**src/ddws_fifo.sv**
```systemverilog
module ddws_fifo #(
  parameter int W = 8
) (
  input  logic         clk,
  input  logic         rst_n,
  input  logic         wr_valid,
  output logic         wr_ready,
  input  logic [W-1:0] wr_data,
  output logic         rd_valid,
  input  logic         rd_ready,
  output logic [W-1:0] rd_data
);
  // Two-entry queue.
  logic [W-1:0] mem_r [2];
  logic         wp_r, rp_r;
  logic [1:0]   cnt_r;
  logic         wr, rd;

  assign wr_ready = cnt_r != 2'd2;
  assign rd_valid = cnt_r != 2'd0;
  assign rd_data  = mem_r[rp_r];
  assign wr = wr_valid && wr_ready;
  assign rd = rd_valid && rd_ready;

  always_ff @(posedge clk) begin
    if (!rst_n) begin
      wp_r  <= 1'b0;
      rp_r  <= 1'b0;
      cnt_r <= 2'd0;
    end else begin
      if (wr) wp_r <= !wp_r;
      if (rd) rp_r <= !rp_r;
      cnt_r <= cnt_r + 2'(wr) - 2'(rd);
    end
    if (wr) mem_r[wp_r] <= wr_data;
  end

  assert property (@(posedge clk) disable iff (!rst_n)
    cnt_r <= 2'd2) else $error("fifo count");
  assert property (@(posedge clk) disable iff (!rst_n)
    wr && !rd |=> cnt_r == $past(cnt_r) + 2'd1) else $error("fifo push");
  assert property (@(posedge clk) disable iff (!rst_n)
    (cnt_r == 2'd0) |-> (wp_r == rp_r)) else $error("fifo ptr");
endmodule

```
**config.mk**
```make
export PLATFORM = sky130hd
export DESIGN_NAME = ddws_fifo
export DESIGN_NICKNAME = d
export VERILOG_FILES = /design/src/ddws_fifo.sv
export SDC_FILE = /design/constraint.sdc
export NUM_CORES = 1
export LEC_CHECK = 0
export ABC_AREA = 1
export ABC_CLOCK_PERIOD_IN_PS = 2200
export BUFFER_PORTS_ARGS = -buffer_cell sky130_fd_sc_hd__buf_2
export CORE_MARGIN = 2
export CORE_UTILIZATION = 53
export DETAILED_ROUTE_END_ITERATION = 10
export PLACE_DENSITY = 0.8
export REMOVE_ABC_BUFFERS = 1
export SYNTH_ARGS = -nofsm -noshare
export SYNTH_HDL_FRONTEND = slang
export SYNTH_SLANG_ARGS = --single-unit
```
**constraint.sdc**
```tcl
create_clock -name clk -period 2.2 [get_ports clk]
set_input_delay 0.11 -clock clk [delete_from_list [all_inputs] [get_ports clk]]
set_output_delay 0.11 -clock clk [all_outputs]
set_load 0.02 [all_outputs]
```
Word-level counts from Yosys, hierarchy flattened
Memories as Yosys holds them, arrays and structs flattened. A register that Yosys moved wholly into a read port is not among the register bits.
Cells that the tools add are included.
{"block": "totals", "inputBits": 12, "memories": 1, "output_inout_bits": 10, "elab_cells": 16, "register_bits": 4, "ramBits": 16}
{"block": "classes", "add_sub_neg": 2, "eq_ne": 1, "n_mux": 4, "reduce_logical": 5}
{"name": "mem_r", "words": 2, "word_bits": 8, "rd": 1, "rd_ports_with_merged_regs": 1, "write_ports": 1, "line_no": "14", "rtl": "logic [W-1:0] mem_r [2];"}
{"cell": "1-bit 2-to-1 mux", "count": 4}
{"cell": "2-bit by 1-bit adder with 2-bit output", "count": 1}
{"cell": "1-bit logical AND", "count": 2}
{"cell": "1-bit zero test", "count": 2}
{"cell": "2-bit != test (second input constant)", "count": 1}
{"cell": "2-bit nonzero test", "count": 1}
{"cell": "2-bit by 1-bit subtractor with 2-bit output", "count": 1}

Logic depth before layout (Yosys ltp)
Gate-level depths: netlist of the first run.
{"block": "depth", "word_depth": 4, "mapped_depth": 11, "ltp_nobuf": 11}

Worst setup path after synthesis of the first run
OpenSTA, ideal clock, no wires.
{"block": "synth_path", "path_type": "flip-flop to flip-flop", "start": "register cnt_r[0]", "end": "memory mem_r[0][0] (enable)", "n_path_buf": 0, "path_stages_with_launch": 5, "path_slack_ps": 827, "required_time_ps": 1830, "setup_ps": 370, "synth_period_minus_slack_ps": 1373, "arrival_ps": 1002, "cell_sequence": "dfxtp_1 -> inv_1 -> nand2_2 -> nand2_4 -> nor2_1"}
{"block": "synth_between", "elab_chain_len": 4}
{"item": "start, declared", "line_no": "16", "rtl": "logic [1:0] cnt_r;"}
{"item": "start signal, assigned", "line_no": "33", "rtl": "cnt_r <= cnt_r + 2'(wr) - 2'(rd);"}
{"item": "2-bit != test", "line_no": "19", "rtl": "assign wr_ready = cnt_r != 2'd2;"}
{"item": "named net wr_ready", "line_no": "7", "rtl": "output logic wr_ready,"}
{"item": "1-bit logical AND", "line_no": "22", "rtl": "assign wr = wr_valid && wr_ready;"}
{"item": "1-bit 2-to-1 mux", "line_no": "35", "rtl": "if (wr) mem_r[wp_r] <= wr_data;"}
{"item": "1-bit 2-to-1 mux (not written as such)", "line_no": "35"}
{"item": "end, declared", "line_no": "14"}
The timed path passes the listed nets, and every way through them passes these cells.

Worst setup path after layout of the first run
{"block": "layout_path", "start": "register cnt_r[0]", "end": "memory mem_r[0][2] (enable)"}
{"block": "layout_between", "elab_chain_len": 4}
{"item": "2-bit != test", "line_no": "19"}
{"item": "1-bit logical AND", "line_no": "22"}
{"item": "1-bit 2-to-1 mux", "line_no": "35"}
{"item": "1-bit 2-to-1 mux (not written as such)", "line_no": "35"}
No other way between the ends.

==> run summary, run 1 <==
Biggest area consumer among synthesized cells: edfxtp_1
FFs w/ async S/R, synth: 0%
Pre-CTS worst setup slack: 682 ps
Max Clock Skew: 3.11 ps
Clock root buffer: clkbuf_4
Switching fraction of total power: 35.4%
Register bit total from synthesis: 21
RePlAce Congestion: 0.722
TritonCTS Buffers: 3
DIE WIDTH: 43.6 microns
Final Cell Area: 1040 sq um
Worst-margin pin slew: 679 ps
Setup_tns: 0 ps
Setup violations, final: 0
M1 WL: 510 microns
Vias in the first global route: 562
Fin crit share: 68.6%
CP Capture Type: register
Num ports: 22
Final worst setup slack: 692 ps
Initial antenna violation count: 0
Metal3 WL: 59 microns
Prevailing post-synth register cell: edfxtp_1
CP Launch Type: register
Final Max Tran Viols: 0
Post-route ant nets: 0
Post-synth top cells: edfxtp_1 (16), nand2_1 (9), inv_1 (7)
RSZ-0062 raised after global routing: false
Area grow syn2layout: 24.8%
Fmax: 0.663 GHz
Switching pwr: 408 uW
Power per Cell Area: 1110 nW/um^2
Internal cell power: 746 uW
Area of the core: 1490 sq um
CTS clk-pin slew, worst paths: 110 ps
Sequential element share of the synthesized area: 69.9%
Total GRT Usage: 17.0%
Highest routing layer actually used: met4
Mapped Cells: 61
Row cnt: 14
Share of cells above drive strength 1: 37.4%
# port buffers: 21
Post-synth cell types: 16
Hold Fails Final Rpt: 0
Slew headroom: 54.6%
NumNets Final: 105
Status: finished, final reports clean
Final WL: 1.34 mm
Worst hold path type: in2reg
EDFF count, synth: 16
CTS tree: yes
Comb power frac: 36.3%
Clock share of power: 15.1%
Maxcap violations: 0
Seq pwr share: 48.6%
Routed wl met2: 748 microns
DP Area: 951 sq um
Worst VDD drop: 0.785 mV
Placed cells: 97
Htree depth: 1
GRT overflow: 0
DR iter-0 viols: 13
Maximum clock insertion buffer count: 2
Synth top area cells: edfxtp_1 (58%), dfxtp_1 (12%), mux2_2 (6.8%)
HPWL after DPL: 1.01 mm
Post-CTS sizing: 0
Crit path DAT: 1440 ps
N_diodes: 0
Routed vias: 523
Skew-Pair Late Insertion Delay: 290 ps
Critical path class: reg2reg
Mapped Area: 831 sq um
Die ar.: 1900 sq um
Starting density of the core: 55.8%
Tmin final: 1510 ps
Die H: 43.6 microns
Clock Sink Count: 21
Setup bufs post-CTS: 0
First-pass GRT wire length: 2.28 mm
Share of the synthesized area in the top cell type: 57.8%
DR pass1 iterations: 2
Drt wl/cell: 12.6 microns
Crit-path max FO: 8
Most frequent cell after synthesis: edfxtp_1
Drt drc: 0
Worst EP required: 2140 ps
Synth warn: 0
Post-CTS Hold Buffers: 5
Static Leak: 0.000432 uW
Largest net degree at the start of global routing: 12
Post-Layout Cell Count: 107
Vias per inst: 4.89
Average size of a mapped cell: 13.6 sq um
-- state kept, by name (all words and copies together), names as in the netlist, named ones only --
| register | flops |
|---|---|
| cnt_r | 2 |
| mem_r | 16 |
| rp_r | 1 |
| wp_r | 1 |
-- cells in the final DEF, fill, tap and decap left out --
| cell type | netlist | routed |
|---|---|---|
| nor2_4 | 1 | 1 |
| clkbuf_4 | 0 | 3 |
| nor2_1 | 6 | 6 |
| buf_2 | 1 | 21 |
| nand3_1 | 1 | 1 |
| edfxtp_1 | 16 | 16 |
| ha_1 | 1 | 1 |
| nand2_1 | 9 | 9 |
| dlygate4sd3_1 | 0 | 6 |
| mux2_1 | 3 | 3 |
| inv_1 | 7 | 7 |
| nand2_4 | 1 | 1 |
| a21oi_1 | 1 | 1 |
| xnor2_1 | 1 | 1 |
| clkbuf_1 | 0 | 1 |
| dfxtp_1 | 5 | 5 |
| nor2_2 | 2 | 2 |
| mux2_2 | 5 | 5 |
| nand2_2 | 1 | 1 |
-- critical path, cell delays in order, from the launching register on --
cell and delay [ps]:
dfxtp_1 400, inv_1 70, nand2_2 80, nand2_4 70, nor2_1 530
-- final timing paths --
kind	slack, ps	cells after the start	startpoint	endpoint
max	690	4	cnt_r[0]	mem_r[0][2]
min	4	1	wr_data[4]	mem_r[1][4]
max reg2reg	690	4	cnt_r[0]	mem_r[0][2]
min reg2reg	510	2	rp_r	rp_r
-- power groups by stage --
stage	sequential, uW	combinational, uW	clock (uW)
after floorplan	556	302	0
after global placement	564	396	0
after detailed placement	572	413	0
after CTS	563	427	179
after global routing	572	466	191
final	561	419	174
-- cells by family after synthesis --
group / Yosys count / synth area share, %
buffers and inverters: 8 / 3.77
AOI/OAI and AO/OA: 1 / 0.602
muxes: 8 / 10.8
adders and majority gates: 1 / 1.51
xor gates and xnor gates: 1 / 1.05
and+or+nand+nor: 21 / 12.3
DFF: 21 / 69.9
-- layout make-up --
cell class | instances | area [sq um]
multi-input cells | 32 | 219
flip-flops and latches | 21 | 581
clock buffers | 4 | 26.3
fillers | 119 | 452
well taps | 16 | 20.0
inverters | 7 | 26.3
repair buffers | 27 | 165
-- metal layers --
metal / global-route usage, % / vias to the layer above
met1: 16.9 / 244
li1: - / 264
met3: 2.92 / 4
met4: 9.09 / 0
met2: 32.6 / 11
met5: 0 / -
-- per-stage QoR --
step / power [uW] / util, % / hold slack (ps)
finish: 1150 / 69.7 / 3.52
global placement: 960 / 63.9 / 299
CTS: 1170 / 69.0 / 1.42
detailed placement: 985 / 63.9 / 301
global route: 1230 / 69.7 / 1.18
floorplan: 858 / - / 203
Power figures use the tool's default switching activity.
==> run 2: changes to the inputs <==
ABC_AREA = 0   (was 1)
ABC_CLOCK_PERIOD_IN_PS = 1250   (was 2200)
CORE_UTILIZATION = 44   (was 53)
PLACE_DENSITY = 0.71   (was 0.8)
clock period = 1.25 ns   (was 2.2 ns; I/O delays follow)
==> run summary, run 2 <==
DP Area: 1020 sq um (+7.2%)
Reg2Reg Depth: 6 (+2)
DR pass1 iterations: 4 (+2)
Final worst setup slack: -48.3 ps (-740 ps)
Static Leak: 0.000539 uW (+25%)
Biggest register: mem_r
Largest family of logic cells by synthesized area: multiplexers
Share of the synthesized area in the top cell type: 57.5% (-0.35 points)
Worst hold endpoint: wp_r
Tmin final: 1300 ps (-210 ps)
Synth warn: 0 (unchanged)
N_diodes: 0 (unchanged)
Setup_tns: -73.0 ps (-73.0 ps)
Max Clock Skew: 11.2 ps (+8.05 ps)
Hold Fails Final Rpt: 0 (unchanged)
Post-route ant nets: 0 (unchanged)
Hold path cells: 3 (+2)
Area grow syn2layout: 55.2%
Starting density of the core: 47.4% (-8.4 points)
Maxcap violations: 0 (unchanged)
Crit-path max FO: 4 (-4)
# port buffers: 21 (unchanged)
Initial antenna violation count: 0 (unchanged)
Fmax: 0.770 GHz (+16%)
Biggest area consumer among synthesized cells: edfxtp_1
Failing checks: negative setup slack
Vias per inst: 4.92 (+0.59%)
Pre-CTS worst setup slack: -113 ps (-795 ps)
Routed vias: 590 (+13%)
Die ar.: 2260 sq um (+19%)
Post-Synth Simple-Gate Area: 10.5% (-1.9 points)
CP Capture Type: register
Sequential element share of the synthesized area: 69.5% (-0.42 points)
RR Endpoint: cnt_r[1]
Status: complete, but fails checks
Num ports: 22 (unchanged)
Share of cells above drive strength 1: 55.8% (+18 points)
Met1 Use GR: 16.9% (about the same)
Adder-Cell Fraction of Synth Area: 1.50% (-0.0090 points)
Maximum clock insertion buffer count: 2 (unchanged)
Fin crit share: 104% (+35 points)
Mapped Area: 836 sq um (+0.60%)
CTS clk-pin slew, worst paths: 120 ps (about the same)
Setup bufs post-CTS: 0 (unchanged)
Mapped Cells: 55 (-9.8%)
Met2 Track Usage GR: 26.8% (-5.9 points)
Drt drc: 0 (unchanged)
Hold_sp: wr_valid
Vias in the first global route: 564 (+0.36%)
Worst VDD drop: 1.17 mV (+49%)
Skew-Pair Late Insertion Delay: 300 ps (about the same)
Commonest cells after routing, fill and taps aside: edfxtp_1 (16), buf_2 (12), dlygate4sd3_1 (9), buf_6 (9), mux2_4 (8)
TritonCTS Buffers: 3 (unchanged)
DIE WIDTH: 47.6 microns (+9.2%)
Largest net degree at the start of global routing: 13 (+1)
Most frequent cell after synthesis: edfxtp_1
Most crowded layer after global routing: met2
CTS tree: yes
Setup violations, final: 9 (+9)
Clock root buffer: clkbuf_4
Post-synth top cells: edfxtp_1 (16), mux2_2 (8), dfxtp_1 (5)
RePlAce Congestion: 0.692 (-4.1%)
Post-Synth XOR/XNOR Area: 1.05% (-0.0063 points)
Die H: 47.6 microns (+9.2%)
Commonest non-fill, non-tap cell in the layout: edfxtp_1
Power per Cell Area: 1610 nW/um^2 (+44%)
Critical path class: reg2reg
FFs w/ async S/R, synth: 0% (unchanged)
Final WL: 1.48 mm (+10%)
Row cnt: 15 (+1)
# fillers: 131 (+10%)
R2R setup slack: -50 ps (-740 ps)
Compound-Gate Fraction of Synth Area: 5.24% (+4.6 points)
Slew headroom: 70.7% (+16 points)
Prevailing post-synth register cell: edfxtp_1
Final Cell Area: 1300 sq um (+25%)
Top flop regs: mem_r: 16 flops, cnt_r: 2 flops
RSZ-0062 raised after global routing: true
Crit path DAT: 1500 ps (+60 ps)
Drt wl/cell: 12.3 microns (-1.8%)
Area of the core: 1760 sq um (+18%)
Worst-margin pin slew: 433 ps (-246 ps)
Final Max Tran Viols: 0 (unchanged)
DR iter-0 viols: 10 (-3)
HPWL after DPL: 968 microns (-4.1%)
Mux contribution to synthesized area: 10.8% (-0.065 points)
Met3 Track Usage GR: 3.40% (+0.48 points)
First-pass GRT wire length: 2.25 mm (-1.5%)
Worst hold path type: in2reg
Htree depth: 1 (unchanged)
EDFF count, synth: 16 (unchanged)
GRT overflow: 0 (unchanged)
Register bit total from synthesis: 21 (unchanged)
Average size of a mapped cell: 15.2 sq um (+12%)
Total GRT Usage: 14.7% (-2.3 points)
CP Launch Type: register
Clock Sink Count: 21 (unchanged)
Worst EP required: 1450 ps (-690 ps)
Max FFs per register: 16 (unchanged)
Reg-to-Reg Start: cnt_r[1]
NumNets Final: 109 (+3.8%)
Synth top area cells: edfxtp_1 (57%), dfxtp_1 (12%), mux2_2 (11%)
Post-synth cell types: 23 (+7)
run 2: cell count changes after synthesis, moves of 2 or more:
cell | before | now
inv_1 | 7 | 2
nand2_1 | 9 | 0
nor2_1 | 6 | 4
mux2_2 | 5 | 8
o21ai_0 | 0 | 2
mux2_1 | 3 | 0
nor2_2 | 2 | 0
and3_1 | 0 | 2
run 2: kinds of logic (layout without fill, tap and decap cells):
group           Yosys count  in the layout
buf+inv                   3             43
fa+ha+maj                 1              1
compound gates            6              6
xor+xnor                  1              1
flops                    21             21
mux                       8              8
simple gates             15             15
run 2: power by group:
group / switching (uW) / internal, uW / total, uW / leakage [uW]
Sequential: 92.3 / 867 / 959 / 0.000193
Combinational: 325 / 491 / 815 / 0.000329
Clock: 191 / 119 / 310 / 0.0000177
Total: 608 / 1480 / 2080 / 0.000539
run 2: cell type report:
type / instances / area [sq um] / area share, %
inverter: 2 / 7.51 / 0.579
tap: 25 / 31.3 / 2.41
sequential: 21 / 589 / 45.4
timing repair buffer: 37 / 304 / 23.4
clock inverter: 1 / 5.00 / 0.386
clock buffer: 3 / 22.5 / 1.74
multi-input combinational: 31 / 338 / 26.0
run 2: per-layer routing:
layer,part of all wire [%],vias to the layer above
li1,-,285
met1,40,288
met2,55,15
met3,4.4,2
met4,0.68,0
met5,0,-
run 2: critical path: stages, from the launching register on:
cell	delay, ps
dfxtp_2	370
and2b_1	160
o21ba_4	140
nor2_4	40
ha_4	170
nor4_4	270
nor3_2	50
run 2: how the worst max path moves through the flow:
| stage | depth (start not counted) | to | slack [ps] | startpoint |
|---|---|---|---|---|
| 2_1_floorplan | 2 | mem_r[1][0] | -100 | cnt_r[0] |
| 5_1_grt | 6 | cnt_r[1] | -120 | cnt_r[1] |
| 3_5_place_dp | 6 | cnt_r[1] | -110 | cnt_r[1] |
| 6_report | 6 | cnt_r[1] | -50 | cnt_r[1] |
| 3_3_place_gp | 6 | cnt_r[1] | -40 | cnt_r[1] |
| 4_1_cts | 6 | cnt_r[1] | -20 | cnt_r[1] |
run 2: metrics by stage:
stage / utilization [%] / total power [uW] / hold WS [ps] / std cells
2_1_floorplan: - / 1270 / 161 / 54
3_3_place_gp: 57.8 / 1450 / 251 / 107
3_5_place_dp: 57.8 / 1470 / 254 / 107
4_1_cts: 71.7 / 2030 / 114 / 120
5_1_grt: 73.5 / 2200 / 131 / 120
6_report: 73.5 / 2080 / 112 / 120
run 2: repair_timing:
action / 4_1_cts / 5_1_grt
pin swaps: 4 / 1
hold endpoints to repair: 17 / 0
resized for setup: 37 / 6
hold buffers: 9 / 0
setup endpoints to repair: 16 / 24
